$ cat config.mk
export PLATFORM = sky130hd
export DESIGN_NAME = ptp_path_delay_min_filter
export DESIGN_NICKNAME = d
export VERILOG_FILES = /design/src/rtl/core/pdmf_pkg.sv /design/src/rtl/core/ptp_path_delay_min_filter.sv /design/src/rtl/core/pdmf_alu.sv /design/src/rtl/core/pdmf_ring.sv
export SDC_FILE = /design/constraint.sdc
export NUM_CORES = 2
export LEC_CHECK = 0
export BUFFER_PORTS_ARGS = -buffer_cell sky130_fd_sc_hd__buf_4
export CORE_AREA = 8 8 360 397
export CTS_CLUSTER_DIAMETER = 30
export DETAILED_ROUTE_END_ITERATION = 7
export DIE_AREA = 0 0 368 405
export PLACE_DENSITY = 0.76
export SYNTH_ARGS = -nofsm -noshare
export SYNTH_HDL_FRONTEND = slang
export SYNTH_SLANG_ARGS = --single-unit
$ cat constraint.sdc
create_clock -name clk -period 28.4 [get_ports clk]
set_input_delay 5.68 -clock clk [delete_from_list [all_inputs] [get_ports clk]]
set_output_delay 5.68 -clock clk [all_outputs]
set_load 0.01 [all_outputs]
$ cat src/rtl/core/pdmf_pkg.sv
`timescale 1ns / 1ps

package pdmf_pkg;

	// Ring depth and derived widths
	localparam int WINDOW = 8;
	localparam int ADDR_W = (WINDOW > 1) ? $clog2(WINDOW) : 1;
	localparam int CNT_W  = $clog2(WINDOW + 1);

	// Field widths
	localparam int TS_W      = 64;
	localparam int TIME_W    = 32;
	localparam int DELAY_W   = 63;
	// A stored sample is a non-negative 64-bit value halved: 62 bits of magnitude
	localparam int SAMPLE_W  = 62;
	localparam int CFG_W     = 32;
	localparam int CFG_IDX_W = 1;

	// Register indexes
	localparam logic [CFG_IDX_W-1:0] REG_PEER_MODE = 1'd0;
	localparam logic [CFG_IDX_W-1:0] REG_MAX_AGE   = 1'd1;

	localparam logic [TIME_W-1:0] MAX_AGE_RESET = 32'd16000;

	// Timestamps of one exchange
	typedef struct packed {
		logic [TS_W-1:0] t1;
		logic [TS_W-1:0] t2;
		logic [TS_W-1:0] t3;
		logic [TS_W-1:0] t4;
		logic [TS_W-1:0] t5;
		logic [TS_W-1:0] t6;
	} stamps_t;

	// One ring entry
	typedef struct packed {
		logic [TIME_W-1:0]   stamp;
		logic [SAMPLE_W-1:0] sample;
	} entry_t;

	// Operations of the shared subtractor
	typedef enum logic [1:0] {
		ALU_DIFF_A,
		ALU_DIFF_B,
		ALU_NUM,
		ALU_AGE
	} alu_op_t;

	typedef enum logic [2:0] {
		ST_IDLE,
		ST_DIFF_A,
		ST_DIFF_B,
		ST_NUM,
		ST_SCAN,
		ST_DONE
	} state_t;

endpackage

$ cat src/rtl/core/ptp_path_delay_min_filter.sv
`timescale 1ns / 1ps
// Steps per request: DIFF_A, DIFF_B, NUM, then SCAN over the N stored entries (1..WINDOW),
//   then DONE; a rejected (negative) sample skips SCAN. DONE waits for a free output register.
// One request at a time: in_ready is high only in IDLE, so the pace is set by the shared
//   64-bit subtractor (three delay steps, one age per entry) and the single ring read port.
// Reset (arst_n low): registers to defaults, ring empty, held delay 0; ring data is not cleared.
module ptp_path_delay_min_filter (
	input  logic                                  clk,
	input  logic                                  arst_n,
	input  logic                                  cfg_we,
	input  logic [pdmf_pkg::CFG_IDX_W-1:0]        cfg_index,
	input  logic [pdmf_pkg::CFG_W-1:0]            cfg_data,
	input  logic                                  in_valid,
	output logic                                  in_ready,
	input  logic signed [pdmf_pkg::TS_W-1:0]      req_sent_local,
	input  logic signed [pdmf_pkg::TS_W-1:0]      req_recv_remote,
	input  logic signed [pdmf_pkg::TS_W-1:0]      resp_sent_remote,
	input  logic signed [pdmf_pkg::TS_W-1:0]      resp_recv_local,
	input  logic signed [pdmf_pkg::TS_W-1:0]      sync_sent_master,
	input  logic signed [pdmf_pkg::TS_W-1:0]      sync_recv_local,
	input  logic [pdmf_pkg::TIME_W-1:0]           now_ms,
	output logic                                  out_valid,
	input  logic                                  out_ready,
	output logic                                  accepted,
	output logic [pdmf_pkg::DELAY_W-1:0]          path_delay,
	output logic                                  delay_valid
);

	// Configuration
	logic                               peer_mode_q;
	logic [pdmf_pkg::TIME_W-1:0]        max_age_q;

	// Sequencer
	pdmf_pkg::state_t                   state_q;
	pdmf_pkg::state_t                   state_nxt;
	pdmf_pkg::alu_op_t                  alu_op;
	logic                               wr_en;
	logic                               rd_en;
	logic                               load_out;

	// Captured request and intermediate differences
	pdmf_pkg::stamps_t                  stamps_q;
	logic [pdmf_pkg::TIME_W-1:0]        now_q;
	logic [pdmf_pkg::TS_W-1:0]          diff_a_q;
	logic [pdmf_pkg::TS_W-1:0]          diff_b_q;
	logic [pdmf_pkg::TS_W-1:0]          alu_result;
	logic                               reject;
	logic [pdmf_pkg::SAMPLE_W-1:0]      sample_new;
	logic                               take_q;

	// Ring bookkeeping
	logic [pdmf_pkg::ADDR_W-1:0]        wp_q;
	logic [pdmf_pkg::CNT_W-1:0]         count_q;
	logic [pdmf_pkg::CNT_W-1:0]         scan_idx_q;
	pdmf_pkg::entry_t                   wr_entry;
	pdmf_pkg::entry_t                   rd_entry;

	// Scan state
	logic                               rd_vld_s1;
	logic                               rd_first_s1;
	logic [pdmf_pkg::TIME_W-1:0]        age;
	logic                               stale;
	logic                               have_q;
	logic [pdmf_pkg::SAMPLE_W-1:0]      best_q;
	logic [pdmf_pkg::SAMPLE_W-1:0]      newest_q;
	logic [pdmf_pkg::TIME_W-1:0]        newest_age_q;
	logic [pdmf_pkg::SAMPLE_W-1:0]      final_delay;

	// Held result and output register
	logic [pdmf_pkg::SAMPLE_W-1:0]      held_q;
	logic                               valid_flag_q;
	logic                               out_valid_q;
	logic                               out_accepted_q;
	logic [pdmf_pkg::DELAY_W-1:0]       out_delay_q;
	logic                               out_dvalid_q;

	// Configuration writes
	always_ff @(posedge clk or negedge arst_n) begin
		if (!arst_n) begin
			peer_mode_q <= 1'b0;
			max_age_q   <= pdmf_pkg::MAX_AGE_RESET;
		end else if (cfg_we) begin
			unique case (cfg_index)
				pdmf_pkg::REG_PEER_MODE: peer_mode_q <= cfg_data[0];
				pdmf_pkg::REG_MAX_AGE:   max_age_q   <= cfg_data[pdmf_pkg::TIME_W-1:0];
				default: ;
			endcase
		end
	end

	// Shared subtractor
	pdmf_alu u_alu (
		.op         (alu_op),
		.peer_mode  (peer_mode_q),
		.stamps     (stamps_q),
		.diff_a     (diff_a_q),
		.diff_b     (diff_b_q),
		.now        (now_q),
		.entry_time (rd_entry.stamp),
		.result     (alu_result)
	);

	// Halving toward zero: only -1 rounds up to an accepted zero
	assign reject     = alu_result[pdmf_pkg::TS_W-1] & ~(&alu_result[pdmf_pkg::TS_W-2:0]);
	assign sample_new = alu_result[pdmf_pkg::TS_W-1] ? '0
	                  : alu_result[pdmf_pkg::SAMPLE_W:1];

	assign wr_entry.stamp  = now_q;
	assign wr_entry.sample = sample_new;

	pdmf_ring u_ring (
		.clk     (clk),
		.wr_en   (wr_en),
		.wr_addr (wp_q),
		.wr_data (wr_entry),
		.rd_en   (rd_en),
		.rd_addr (scan_idx_q[pdmf_pkg::ADDR_W-1:0]),
		.rd_data (rd_entry)
	);

	// Next state
	always_comb begin
		state_nxt = state_q;
		unique case (state_q)
			pdmf_pkg::ST_IDLE:   if (in_valid) state_nxt = pdmf_pkg::ST_DIFF_A;
			pdmf_pkg::ST_DIFF_A: state_nxt = pdmf_pkg::ST_DIFF_B;
			pdmf_pkg::ST_DIFF_B: state_nxt = pdmf_pkg::ST_NUM;
			pdmf_pkg::ST_NUM:    state_nxt = reject ? pdmf_pkg::ST_DONE : pdmf_pkg::ST_SCAN;
			pdmf_pkg::ST_SCAN:   if (!rd_en && !rd_vld_s1) state_nxt = pdmf_pkg::ST_DONE;
			pdmf_pkg::ST_DONE:   if (load_out) state_nxt = pdmf_pkg::ST_IDLE;
			default:             state_nxt = pdmf_pkg::ST_IDLE;
		endcase
	end

	// State outputs
	always_comb begin
		in_ready = 1'b0;
		alu_op   = pdmf_pkg::ALU_AGE;
		wr_en    = 1'b0;
		rd_en    = 1'b0;
		load_out = 1'b0;
		unique case (state_q)
			pdmf_pkg::ST_IDLE:   in_ready = 1'b1;
			pdmf_pkg::ST_DIFF_A: alu_op = pdmf_pkg::ALU_DIFF_A;
			pdmf_pkg::ST_DIFF_B: alu_op = pdmf_pkg::ALU_DIFF_B;
			pdmf_pkg::ST_NUM: begin
				alu_op = pdmf_pkg::ALU_NUM;
				wr_en  = ~reject;
			end
			pdmf_pkg::ST_SCAN:   rd_en = (scan_idx_q < count_q);
			pdmf_pkg::ST_DONE:   load_out = ~out_valid_q | out_ready;
			default: ;
		endcase
	end

	always_ff @(posedge clk or negedge arst_n) begin
		if (!arst_n) begin
			state_q <= pdmf_pkg::ST_IDLE;
		end else begin
			state_q <= state_nxt;
		end
	end

	// Request capture and difference registers
	always_ff @(posedge clk) begin
		if (in_valid && in_ready) begin
			stamps_q.t1 <= sync_sent_master;
			stamps_q.t2 <= sync_recv_local;
			stamps_q.t3 <= req_sent_local;
			stamps_q.t4 <= req_recv_remote;
			stamps_q.t5 <= resp_sent_remote;
			stamps_q.t6 <= resp_recv_local;
			now_q       <= now_ms;
		end
		if (state_q == pdmf_pkg::ST_DIFF_A) begin
			diff_a_q <= alu_result;
		end
		if (state_q == pdmf_pkg::ST_DIFF_B) begin
			diff_b_q <= alu_result;
		end
	end

	// Ring pointer, fill count, scan index
	always_ff @(posedge clk or negedge arst_n) begin
		if (!arst_n) begin
			wp_q        <= '0;
			count_q     <= '0;
			scan_idx_q  <= '0;
			take_q      <= 1'b0;
			rd_vld_s1   <= 1'b0;
			rd_first_s1 <= 1'b0;
		end else begin
			rd_vld_s1   <= rd_en;
			rd_first_s1 <= rd_en && (scan_idx_q == '0);
			if (state_q == pdmf_pkg::ST_NUM) begin
				take_q     <= ~reject;
				scan_idx_q <= '0;
			end else if (rd_en) begin
				scan_idx_q <= scan_idx_q + 1'b1;
			end
			if (wr_en) begin
				wp_q <= (wp_q == pdmf_pkg::ADDR_W'(pdmf_pkg::WINDOW - 1)) ? '0 : wp_q + 1'b1;
				if (count_q != pdmf_pkg::CNT_W'(pdmf_pkg::WINDOW)) begin
					count_q <= count_q + 1'b1;
				end
			end
		end
	end

	// Scan: newest entry and fresh minimum, one entry a cycle
	assign age   = alu_result[pdmf_pkg::TIME_W-1:0];
	assign stale = age > max_age_q;

	always_ff @(posedge clk or negedge arst_n) begin
		if (!arst_n) begin
			have_q <= 1'b0;
		end else if (state_q == pdmf_pkg::ST_NUM) begin
			have_q <= 1'b0;
		end else if (rd_vld_s1 && !stale) begin
			have_q <= 1'b1;
		end
	end

	always_ff @(posedge clk) begin
		if (rd_vld_s1) begin
			if (rd_first_s1 || (age < newest_age_q)) begin
				newest_q     <= rd_entry.sample;
				newest_age_q <= age;
			end
			if (!stale && (!have_q || (rd_entry.sample < best_q))) begin
				best_q <= rd_entry.sample;
			end
		end
	end

	assign final_delay = have_q ? best_q : newest_q;

	// Held delay and valid flag
	always_ff @(posedge clk or negedge arst_n) begin
		if (!arst_n) begin
			held_q       <= '0;
			valid_flag_q <= 1'b0;
		end else if (load_out && take_q) begin
			held_q       <= final_delay;
			valid_flag_q <= 1'b1;
		end
	end

	// Output register
	always_ff @(posedge clk or negedge arst_n) begin
		if (!arst_n) begin
			out_valid_q <= 1'b0;
		end else if (load_out) begin
			out_valid_q <= 1'b1;
		end else if (out_ready) begin
			out_valid_q <= 1'b0;
		end
	end

	always_ff @(posedge clk) begin
		if (load_out) begin
			out_accepted_q <= take_q;
			out_delay_q    <= {{(pdmf_pkg::DELAY_W - pdmf_pkg::SAMPLE_W){1'b0}},
			                   (take_q ? final_delay : held_q)};
			out_dvalid_q   <= valid_flag_q | take_q;
		end
	end

	assign out_valid   = out_valid_q;
	assign accepted    = out_accepted_q;
	assign path_delay  = out_delay_q;
	assign delay_valid = out_dvalid_q;

endmodule

$ cat src/rtl/core/pdmf_alu.sv
`timescale 1ns / 1ps

// Shared 64-bit subtractor with operand selection per sequencer step
module pdmf_alu (
	input  pdmf_pkg::alu_op_t            op,
	input  logic                         peer_mode,
	input  pdmf_pkg::stamps_t            stamps,
	input  logic [pdmf_pkg::TS_W-1:0]    diff_a,
	input  logic [pdmf_pkg::TS_W-1:0]    diff_b,
	input  logic [pdmf_pkg::TIME_W-1:0]  now,
	input  logic [pdmf_pkg::TIME_W-1:0]  entry_time,
	output logic [pdmf_pkg::TS_W-1:0]    result
);

	logic [pdmf_pkg::TS_W-1:0] opa;
	logic [pdmf_pkg::TS_W-1:0] opb;

	// Operand mux
	always_comb begin
		unique case (op)
			pdmf_pkg::ALU_DIFF_A: begin
				// peer: t6 - t3, end to end: t4 - t1
				opa = peer_mode ? stamps.t6 : stamps.t4;
				opb = peer_mode ? stamps.t3 : stamps.t1;
			end
			pdmf_pkg::ALU_DIFF_B: begin
				// peer: t5 - t4, end to end: t3 - t2
				opa = peer_mode ? stamps.t5 : stamps.t3;
				opb = peer_mode ? stamps.t4 : stamps.t2;
			end
			pdmf_pkg::ALU_NUM: begin
				opa = diff_a;
				opb = diff_b;
			end
			pdmf_pkg::ALU_AGE: begin
				opa = {{(pdmf_pkg::TS_W - pdmf_pkg::TIME_W){1'b0}}, now};
				opb = {{(pdmf_pkg::TS_W - pdmf_pkg::TIME_W){1'b0}}, entry_time};
			end
			default: begin
				opa = '0;
				opb = '0;
			end
		endcase
	end

	assign result = opa - opb;

endmodule

$ cat src/rtl/core/pdmf_ring.sv
`timescale 1ns / 1ps

// Sample ring: one write and one registered read per cycle
module pdmf_ring (
	input  logic                          clk,
	input  logic                          wr_en,
	input  logic [pdmf_pkg::ADDR_W-1:0]   wr_addr,
	input  pdmf_pkg::entry_t              wr_data,
	input  logic                          rd_en,
	input  logic [pdmf_pkg::ADDR_W-1:0]   rd_addr,
	output pdmf_pkg::entry_t              rd_data
);

	pdmf_pkg::entry_t mem_q [pdmf_pkg::WINDOW];
	pdmf_pkg::entry_t rd_data_q;

	always_ff @(posedge clk) begin
		if (wr_en) begin
			mem_q[wr_addr] <= wr_data;
		end
	end

	always_ff @(posedge clk) begin
		if (rd_en) begin
			rd_data_q <= mem_q[rd_addr];
		end
	end

	assign rd_data = rd_data_q;

endmodule

==> metrics.yaml <==
holdPathStages: 0
layout_common_cells: "edfxtp_1, buf_4, a21oi_1"
ys.flop_type: "edfxtp_1"
synth_cell_types: 101
synth_edf_count: 1610
nets: 6026
path_class: "flop to flop"
synth_top_area_share_pct: 65.1
setup_viol: 0
clockRootBuffer: "clkbuf_16"
num_vias: 45400
ys_seq_area_share_pct: 69.0
synth-seq-cells: 1725
synth_area_leaders: "edfxtp_1, mux4_2, dfrtp_1, ha_1, mux2i_1"
dieWidth_um: 368
grt_use_total_pct: 26.6
yosysTopAreaCell: "edfxtp_1"
slew_headroom_pct: 6.40
antenna_found_initial: 6
cts_buffers: 320
critPathLaunchType: "flop"
rsz0062_at_grt: "no"
rows: 142
area_growth_pct: 22.2
cts_resized: 0
hold_path_end: "best_q[51]"
cts_tree: "done"
rrSetupSlack_ns: 18.33
post-dp-hpwl_um: 132000
synthesis.nets: 5359
wl_per_cell_um: 27.5
grt_pass1_vias: 46500
gp_congestion: 0.971
overflow: 0
slew_violations: 0
hold_viol_final: 0
netlist_area_sq_um: 74200
min_path_type: "flop to flop"
max_cap_viol_count: 0
mostFrequentLayoutCell: "edfxtp_1"
htree_levels: 5
routed_wl_um: 204000
drive_above_1_share_pct: 27.9
async_flop_share_pct: 6.67
cp.required_ns: 28.90
grt_max_degree: 163
via_per_inst: 6.12
status: "completed"
min_from: "u_ring.rd_data[51]"
layout_min_cycle_time_ns: 10.07
drtIter0Drc: 5037
reg2reg_from: "state_q[0]"
fin_crit_sh_pct: 35.5
rr_worst_depth: 21
die_y_um: 405
drcViolationCount: 0
io_buffer_count: 519
fin_skew_ns: 0.0749
grt_pass1_wl_um: 298000
fmax_mhz: 99.3
path_clk_slew_ns: 0.05
start_util_pct: 54.7
worstMarginPinSlew_ns: 1.39
path_max_fanout: 100
clockBufferDepth: 4
clkLatencyLatePin_ns: 0.93
core_area_sq_um: 136000
cp-end-kind: "flop"
cts.sinks: 1725
postRouteAntennaNets: 0
r2r-end: "u_ring.mem_q[3][53]"
drtPass1Iterations: 6
syn-instance-count: 4708
finalSetupTns_ns: 0
die_area_sq_um: 149000
ioPinCount: 521
syn_area_per_cell_sq_um: 15.8
post-cts-setup-buffers: 0
postCtsHoldBufs: 0
ys_warn_count: 0
crit_arrival_ns: 10.57
[layout make-up]
class / count / area, sq um
Tap cell: 1800 / 2250
Clock inverter: 209 / 2340
Sequential cell: 1725 / 51300
Antenna cell: 2 / 5.00
Fill cell: 8826 / 45100
Inverter: 173 / 654
Clock buffer: 353 / 8270
Timing Repair Buffer: 589 / 4430
Multi-Input combinational cell: 2566 / 21500
[kinds of logic (layout without fill, tap and decap cells)]
group / Yosys count / in the layout / synth area share [%]
and+or+nand+nor: 787 / 787 / 5.07
xor gates and xnor gates: 51 / 51 / 0.622
buffers and inverters: 417 / 1324 / 2.22
DFF: 1725 / 1725 / 69.0
AOI/OAI and AO/OA: 903 / 903 / 7.78
adders and majority gates: 197 / 197 / 3.33
muxes: 627 / 627 / 12.0
other: 1 / 3 / 0.00505
[Yosys cell counts, drive strengths merged, types with 50 or more instances]
cell / n
buf: 72
nor2: 251
dfrtp: 109
clkbuf: 172
mux2i: 243
nand2: 238
a21o: 81
nor2b: 50
a221oi: 87
inv: 173
mux2: 196
nand4: 62
o21ai: 210
a21oi: 334
mux4: 188
ha: 196
edfxtp: 1610
[metal layers]
layer / vias up / global-route usage (%) / part of all wire, %
li1: 19800 / - / -
met1: 22600 / 35.1 / 39
met2: 2505 / 42.9 / 48
met3: 433 / 7.10 / 10
met4: 0 / 9.36 / 3.2
met5: - / 0 / 0
[flip-flops by register name (all words and copies together), names as in the netlist, 3 cells and up]
signal	count
wp_q	3
diff_a_q	64
path_delay	62
count_q	4
max_age_q	32
state_q	3
held_q	62
u_ring.mem_q	752
newest_q	62
best_q	62
diff_b_q	64
scan_idx_q	4
now_q	32
newest_age_q	32
stamps_q	384
u_ring.rd_data	94
[metrics by stage]
stage	cells	util, %	hold WS (ns)	area (sq um)	setup WS (ns)
2_1_floorplan	4708	-	0.423	74200	5.86
3_3_place_gp	6853	59.0	0.441	80100	18.56
3_5_place_dp	6853	59.0	0.448	80100	18.40
4_1_cts	7415	66.8	0.471	90700	18.56
5_1_grt	7415	66.8	0.486	90700	17.94
6_report	7417	66.8	0.466	90700	18.33
[critical path, cell delays in order (launching register included)]
cell	delay, ns
dfrtp_4	1.00
nor2b_4	0.29
and2_4	0.62
buf_4	0.70
buf_4	0.87
a221oi_1	0.11
a21o_1	0.22
ha_1	0.46
nand4_1	0.25
nor4_1	0.77
o2111a_1	0.30
o31a_1	0.24
o21ai_1	0.10
a21oi_1	0.51
o311ai_0	0.20
buf_4	0.19
nor4_2	0.36
a21boi_4	0.19
nor2_4	0.24
and4b_4	0.53
buf_4	0.65
buf_4	0.66
[worst max path at each step]
stage	slack, ns	endpoint	depth (start not counted)	startpoint
after global placement	18.56	stamps_q[181]	7	in_valid
after global routing	17.94	u_ring.mem_q[3][0]	21	state_q[0]
after detailed placement	18.40	stamps_q[181]	7	in_valid
after floorplan	5.86	now_q[0]	2	in_valid
final	18.33	u_ring.mem_q[3][53]	21	state_q[0]
after CTS	18.56	u_ring.mem_q[3][14]	21	state_q[0]
Power is not shown: default switching activity piles up to over one toggle a cycle in this logic, so the estimate is an artifact.
